===== config.mk =====
export PLATFORM = sky130hd
export DESIGN_NAME = hdv_sqrt
export DESIGN_NICKNAME = d
export VERILOG_FILES = /design/src/hohmann_delta_v_core_assert.svh /design/src/hdv_pkg.sv /design/src/hdv_sqrt.sv
export SDC_FILE = /design/constraint.sdc
export NUM_CORES = 2
export LEC_CHECK = 0
export ABC_AREA = 1
export BUFFER_PORTS_ARGS = -buffer_cell sky130_fd_sc_hd__buf_2
export CORE_MARGIN = 2
export CORE_UTILIZATION = 45
export CTS_CLUSTER_SIZE = 25
export DETAILED_ROUTE_END_ITERATION = 7
export MAX_ROUTING_LAYER = met4
export SLEW_MARGIN = 10
export SYNTH_ARGS = -nofsm -noshare
export SYNTH_HDL_FRONTEND = slang
export SYNTH_SLANG_ARGS = --single-unit

===== constraint.sdc =====
create_clock -name clock -period 2.24 [get_ports clock]
set_input_delay 0.224 -clock clock [delete_from_list [all_inputs] [get_ports clock]]
set_output_delay 0.224 -clock clock [all_outputs]
set_load 0.01 [all_outputs]

===== src/hohmann_delta_v_core_assert.svh =====
// Assertion macros shared by the Hohmann delta-v core.
`ifndef HOHMANN_DELTA_V_CORE_ASSERT_SVH
`define HOHMANN_DELTA_V_CORE_ASSERT_SVH
`ifndef ASSERT_OFF
`define HDV_ASSERT_NOW(label, clk, rst, pre, post) \
   label: assert property (@(posedge clk) disable iff (rst) (pre) |-> (post)) \
      else $error("assertion failed");
`define HDV_ASSERT_NEXT(label, clk, rst, pre, post) \
   label: assert property (@(posedge clk) disable iff (rst) (pre) |=> (post)) \
      else $error("assertion failed");
`else
`define HDV_ASSERT_NOW(label, clk, rst, pre, post)
`define HDV_ASSERT_NEXT(label, clk, rst, pre, post)
`endif
`endif


===== src/hdv_pkg.sv =====
// Package with widths, constants and types of the Hohmann delta-v core.
package hdv_pkg;
   localparam int HDV_AW = 25;
   localparam int HDV_OW = 24;
   localparam int HDV_QW = 62;
   localparam int HDV_RW = HDV_QW / 2;
   localparam int HDV_MUW = 35;
   localparam int HDV_SUMW = HDV_AW + 1;
   localparam int HDV_NUMW = HDV_MUW + HDV_AW;
   localparam int HDV_DENW = HDV_AW + HDV_SUMW;
   localparam int HDV_SH_V = 36;
   localparam int HDV_SH_T = 37;
   localparam int HDV_DIV_LAT = HDV_QW + 1;
   localparam int HDV_PIPE = 1 + HDV_DIV_LAT + HDV_RW + 1;
   localparam logic [HDV_MUW-1:0] HDV_MU = 35'd26122678554;
   localparam logic [HDV_AW-1:0] HDV_NEAR_LIMIT = 25'd256;
   localparam logic [HDV_OW-1:0] HDV_NEAR_VALUE = 24'd1049;
   localparam logic [HDV_OW-1:0] HDV_OUT_MAX = {HDV_OW{1'b1}};

   typedef enum logic [1:0] {
      HDV_KIND_CALC,
      HDV_KIND_NEAR,
      HDV_KIND_FULL
   } kind_type;
endpackage


===== src/hdv_sqrt.sv =====
// Pipelined integer square root, two radicand bits per stage.
module hdv_sqrt (
   input  logic                       clock,
   input  logic [hdv_pkg::HDV_QW-1:0] x,
   output logic [hdv_pkg::HDV_RW-1:0] root
);
   import hdv_pkg::*;

   logic [HDV_RW:0]   rem_ff  [1:HDV_RW-1];
   logic [HDV_QW-1:0] bits_ff [1:HDV_RW-1];
   logic [HDV_RW-1:0] root_ff [1:HDV_RW];

   for (genvar k = 0; k < HDV_RW; k++) begin : g_stage
      logic [HDV_RW:0]   rem_i;
      logic [HDV_RW-1:0] root_i;
      logic [HDV_QW-1:0] bits_i;
      logic [HDV_RW+2:0] cur;
      logic [HDV_RW+2:0] trial;
      logic              ge;

      if (k == 0) begin : g_first
         assign rem_i  = '0;
         assign root_i = '0;
         assign bits_i = x;
      end else begin : g_next
         assign rem_i  = rem_ff[k];
         assign root_i = root_ff[k];
         assign bits_i = bits_ff[k];
      end

      assign cur   = {rem_i, bits_i[HDV_QW-1:HDV_QW-2]};
      assign trial = {1'b0, root_i, 2'b01};
      assign ge    = cur >= trial;

      always_ff @(posedge clock) begin
         root_ff[k+1] <= {root_i[HDV_RW-2:0], ge};
      end

      if (k < HDV_RW - 1) begin : g_pass
         always_ff @(posedge clock) begin
            rem_ff[k+1]  <= ge ? (HDV_RW+1)'(cur - trial) : (HDV_RW+1)'(cur);
            bits_ff[k+1] <= {bits_i[HDV_QW-3:0], 2'b00};
         end
      end
   end

   assign root = root_ff[HDV_RW];
endmodule


==> impl_metrics.prom <==
# TYPE chip_impl_metric gauge
chip_impl_metric{name="ys_seq_area_frac",unit=""} 0.442
chip_impl_metric{name="syn-mean-instance-area",unit="um^2"} 7.08
chip_impl_metric{name="ys_async_sr_fraction",unit=""} 0
chip_impl_metric{name="max_freq",unit="GHz"} 0.451
chip_impl_metric{name="first_global_vias",unit=""} 87049
chip_impl_metric{name="detail-route-antenna-nets",unit=""} 0
chip_impl_info{name="cts_tree",value="done"} 1
chip_impl_info{name="regToRegEndpoint",value="rem_ff[0][421]"} 1
chip_impl_metric{name="finClkSkew",unit="ns"} 0.0490
chip_impl_metric{name="netSwitchingFraction",unit=""} 0.355
chip_impl_metric{name="pwr-share-seq",unit=""} 0.401
chip_impl_metric{name="areaGrowthSynthToFinish",unit="%"} 23.5
chip_impl_metric{name="post_synth_num_cell_types",unit=""} 58
chip_impl_metric{name="portbufs",unit=""} 93
chip_impl_metric{name="setup_viol_count_final",unit=""} 0
chip_impl_metric{name="area_of_placed_instances",unit="um^2"} 117000
chip_impl_metric{name="drt_iter0_markers",unit=""} 7398
chip_impl_metric{name="regToRegSetupSlack",unit="ns"} 0.02
chip_impl_metric{name="signal_arrival_time_at_the_worst_endpoint",unit="ns"} 2.99
chip_impl_metric{name="max_cap_violation_count",unit=""} 0
chip_impl_metric{name="intPower",unit="uW"} 89700
chip_impl_metric{name="final_max_slew_viol_count",unit=""} 0
chip_impl_info{name="critPathKind",value="flip-flop to flip-flop"} 1
chip_impl_metric{name="first_pass_iters",unit=""} 6
chip_impl_info{name="worstSetupStartpointType",value="flip-flop"} 1
chip_impl_metric{name="congestion_overflow_gr",unit=""} 0
chip_impl_metric{name="global_route.usage.total",unit=""} 0.267
chip_impl_info{name="mostFrequentLayoutCells",value="5035 x nand2_1, 2625 x inv_1, 2223 x dfxtp_1"} 1
chip_impl_metric{name="cts-buffers-inserted",unit=""} 237
chip_impl_metric{name="final-hold-violation-count",unit=""} 0
chip_impl_metric{name="power_frac_comb",unit=""} 0.298
chip_impl_metric{name="yosysWarnings",unit=""} 0
chip_impl_metric{name="reg2reg_depth",unit=""} 14
chip_impl_metric{name="min_period",unit="ns"} 2.22
chip_impl_info{name="cts_root_buf",value="clkbuf_16"} 1
chip_impl_metric{name="timing.max_slew.rel_slack",unit=""} 0.662
chip_impl_metric{name="detail_route.drc_violations",unit=""} 0
chip_impl_metric{name="ys_seq_elements",unit=""} 2340
chip_impl_metric{name="post_drt_wl_per_cell",unit="um"} 16.2
chip_impl_metric{name="fp-row-count",unit=""} 178
chip_impl_metric{name="floorplan.initialDensity",unit=""} 0.451
chip_impl_info{name="rr_startpoint",value="root_ff[0][379]"} 1
chip_impl_metric{name="power_leakage",unit="uW"} 0.0700
chip_impl_metric{name="power.ir.vdd_worst",unit="mV"} 0.795
chip_impl_metric{name="grt_max_degree",unit=""} 34
chip_impl_metric{name="clk-insertion-delay-late",unit="ns"} 0.91
chip_impl_metric{name="worst_slew_pin_slew",unit="ns"} 0.503
chip_impl_info{name="worst_setup_path_end_kind",value="flip-flop"} 1
chip_impl_metric{name="grt_pass1_wl",unit="um"} 487000
chip_impl_metric{name="final_design_area_no_fill",unit="um^2"} 131000
chip_impl_metric{name="cts.path.max_buffers",unit=""} 3
chip_impl_metric{name="syn-cell-area",unit="um^2"} 106000
chip_impl_metric{name="holdPathStages",unit=""} 0
chip_impl_metric{name="detailroute.via_count",unit=""} 93867
chip_impl_metric{name="design.final.nets",unit=""} 16941
chip_impl_metric{name="fillerInstances",unit=""} 22936
chip_impl_info{name="hold_path_startpoint",value="bits_ff[1][592]"} 1
chip_impl_metric{name="synth.net_count",unit=""} 15547
chip_impl_info{name="layout_commonest_cell",value="nand2_1"} 1
chip_impl_metric{name="power-per-cell-area",unit="nW/um^2"} 1060
chip_impl_metric{name="finalCritPeriodShare",unit=""} 0.990
chip_impl_metric{name="clk_transition_reported_paths",unit="ns"} 0.06
chip_impl_metric{name="final_core_utilization",unit=""} 0.558
chip_impl_metric{name="design.die.area",unit="um^2"} 239000
chip_impl_metric{name="hpwl",unit="um"} 255000
chip_impl_metric{name="gp_congestion",unit=""} 0.978
chip_impl_metric{name="switchingPower",unit="uW"} 49300
chip_impl_metric{name="synth_edf_count",unit=""} 0
chip_impl_metric{name="p_clk_frac",unit=""} 0.301
chip_impl_info{name="min_path_type",value="flip-flop to flip-flop"} 1
chip_impl_metric{name="die-width",unit="um"} 489
chip_impl_metric{name="routed_wirelength",unit="um"} 319000
chip_impl_info{name="synth_top_flop_cell",value="dfxtp_1"} 1
chip_impl_metric{name="avgViaCountPerCell",unit=""} 4.76
chip_impl_info{name="run_status",value="completed"} 1
chip_impl_metric{name="synth_cells",unit=""} 14956
chip_impl_metric{name="critical_path_peak_fanout",unit=""} 5
chip_impl_info{name="whs_endpoint",value="bits_ff[1][654]"} 1
chip_impl_metric{name="ioPinCount",unit=""} 94
chip_impl_metric{name="cp.required",unit="ns"} 3.01
chip_impl_metric{name="die_h",unit="um"} 489
chip_impl_metric{name="core_box_area",unit="um^2"} 235000
chip_impl_metric{name="antenna_found_initial",unit=""} 8
chip_impl_metric{name="clkSinkCount",unit=""} 2340
chip_impl_metric{name="htreeDepth",unit=""} 4
chip_impl_metric{name="drive_above_1_share",unit=""} 0.145
chip_impl_info{name="unrepaired_setup_endpoints_after_global_routing",value="true"} 1
## per-layer routing
layer	share of wire	track usage	wire length (um)
met5	0	-	0
met3	0.060	0.0336	19000
met4	0.024	0.0662	7690
met2	0.44	0.410	139000
met1	0.48	0.372	153000
## synthesized netlist by cell type, types with 7 or more instances
| cell | count | area (um^2) |
|---|---|---|
| and2_1 | 52 | 325 |
| xnor2_1 | 118 | 1030 |
| a21oi_1 | 547 | 2740 |
| nand2_1 | 5170 | 19400 |
| nor4_1 | 21 | 131 |
| nand2_2 | 25 | 156 |
| and3_1 | 24 | 150 |
| ha_1 | 528 | 6610 |
| a21boi_0 | 8 | 60.1 |
| nand3_2 | 8 | 80.1 |
| inv_2 | 28 | 105 |
| nor2_1 | 1192 | 4470 |
| o21ai_2 | 15 | 131 |
| o21ai_1 | 60 | 300 |
| or2_2 | 44 | 275 |
| nand4_1 | 193 | 1210 |
| nand3b_1 | 132 | 991 |
| nand3_1 | 828 | 4140 |
| xor2_1 | 256 | 2240 |
| buf_2 | 46 | 230 |
| buf_6 | 28 | 315 |
| a21oi_2 | 38 | 333 |
| buf_4 | 43 | 323 |
| o21a_1 | 9 | 67.6 |
| o21bai_1 | 36 | 270 |
| nor3_1 | 208 | 1040 |
| nor2_4 | 7 | 78.8 |
| a21o_1 | 11 | 82.6 |
| o21ai_0 | 212 | 1060 |
| dfxtp_1 | 2340 | 46800 |
| inv_1 | 2631 | 9880 |
| nor2_2 | 38 | 238 |
## logic make-up after synthesis
kind of cell / after synthesis / share of synthesized area
DFF: 2340 / 0.442
adders and majority gates: 528 / 0.0624
other: 1 / 0.0000354
xor gates and xnor gates: 374 / 0.0309
and+or+nand+nor: 7969 / 0.312
AOI/OAI and AO/OA: 958 / 0.0496
buffers and inverters: 2786 / 0.103
## critical path, stage by stage, from the launching register on
cell and delay (ns):
dfxtp_1 0.34, inv_1 0.06, ha_1 0.32, nand2_1 0.12
inv_1 0.08, nand2_1 0.08, nand2_1 0.07, inv_1 0.08
nand3_2 0.12, buf_4 0.17, a21oi_4 0.24, buf_4 0.17
nand2_4 0.07, nand2_1 0.08, nand2_1 0.07
## layout make-up
class                      instances  area [um^2]  share of cell area
inverter                        2662        10000              0.0767
timing repair buffer            1269        10500              0.0800
clock buffer                     300         6500              0.0497
sequential                      2340        47000               0.360
antenna                            3         7.51           0.0000574
tap                             3150         3940              0.0301
multi-input combinational       9840        50800               0.389
clock inverter                   143         1990              0.0152
## repair_timing
| item | CTS | global route |
|---|---|---|
| endpoints found under the hold margin | 63 | 0 |
| gates resized for setup | 84 | 678 |
| pin swaps | 8 | 57 |
| cloned | 10 | 18 |
| setup endpoints to repair | 265 | 694 |
| buffers inserted | 13 | 32 |
| hold buffers | 125 | 0 |
## flip-flops by register name, indices dropped and copies added, names as in the netlist
name	cells
rem_ff	914
root_ff	496
bits_ff	930
## worst max path at each step
| stage | start | slack [ns] | endpoint | cells past startpoint |
|---|---|---|---|---|
| 2_1_floorplan | root_ff[0][125] | 0.34 | rem_ff[0][180] | 13 |
| 3_3_place_gp | root_ff[0][596] | -0.39 | rem_ff[1][143] | 13 |
| 3_5_place_dp | root_ff[0][763] | -0.45 | rem_ff[1][299] | 11 |
| 4_1_cts | root_ff[0][857] | -0.006 | rem_ff[1][411] | 13 |
| 5_1_grt | root_ff[0][379] | -0.07 | rem_ff[0][421] | 14 |
| 6_report | root_ff[0][379] | 0.02 | rem_ff[0][421] | 14 |
## power groups by stage
stage          combinational (uW)  sequential [uW]  clock [uW]
6_report                    41400            55800       41800
3_5_place_dp                38400            56300           0
3_3_place_gp                38300            56400           0
4_1_cts                     39000            55500       42900
2_1_floorplan               24800            53000           0
5_1_grt                     46300            56400       44600
## stage by stage
step / total power [uW] / TNS [ns] / setup slack, ns / hold slack, ns / std cells
after floorplan: 77900 / 0 / 0.339 / 0.252 / 14956
after global placement: 94700 / -30.37 / -0.391 / 0.310 / 19063
after detailed placement: 94700 / -33.38 / -0.454 / 0.312 / 19063
after CTS: 137000 / -0.00959 / -0.00585 / 0.319 / 19654
after global routing: 147000 / -2.10 / -0.0716 / 0.316 / 19705
final: 139000 / 0 / 0.0214 / 0.314 / 19707
(Power assumes the default switching activity.)
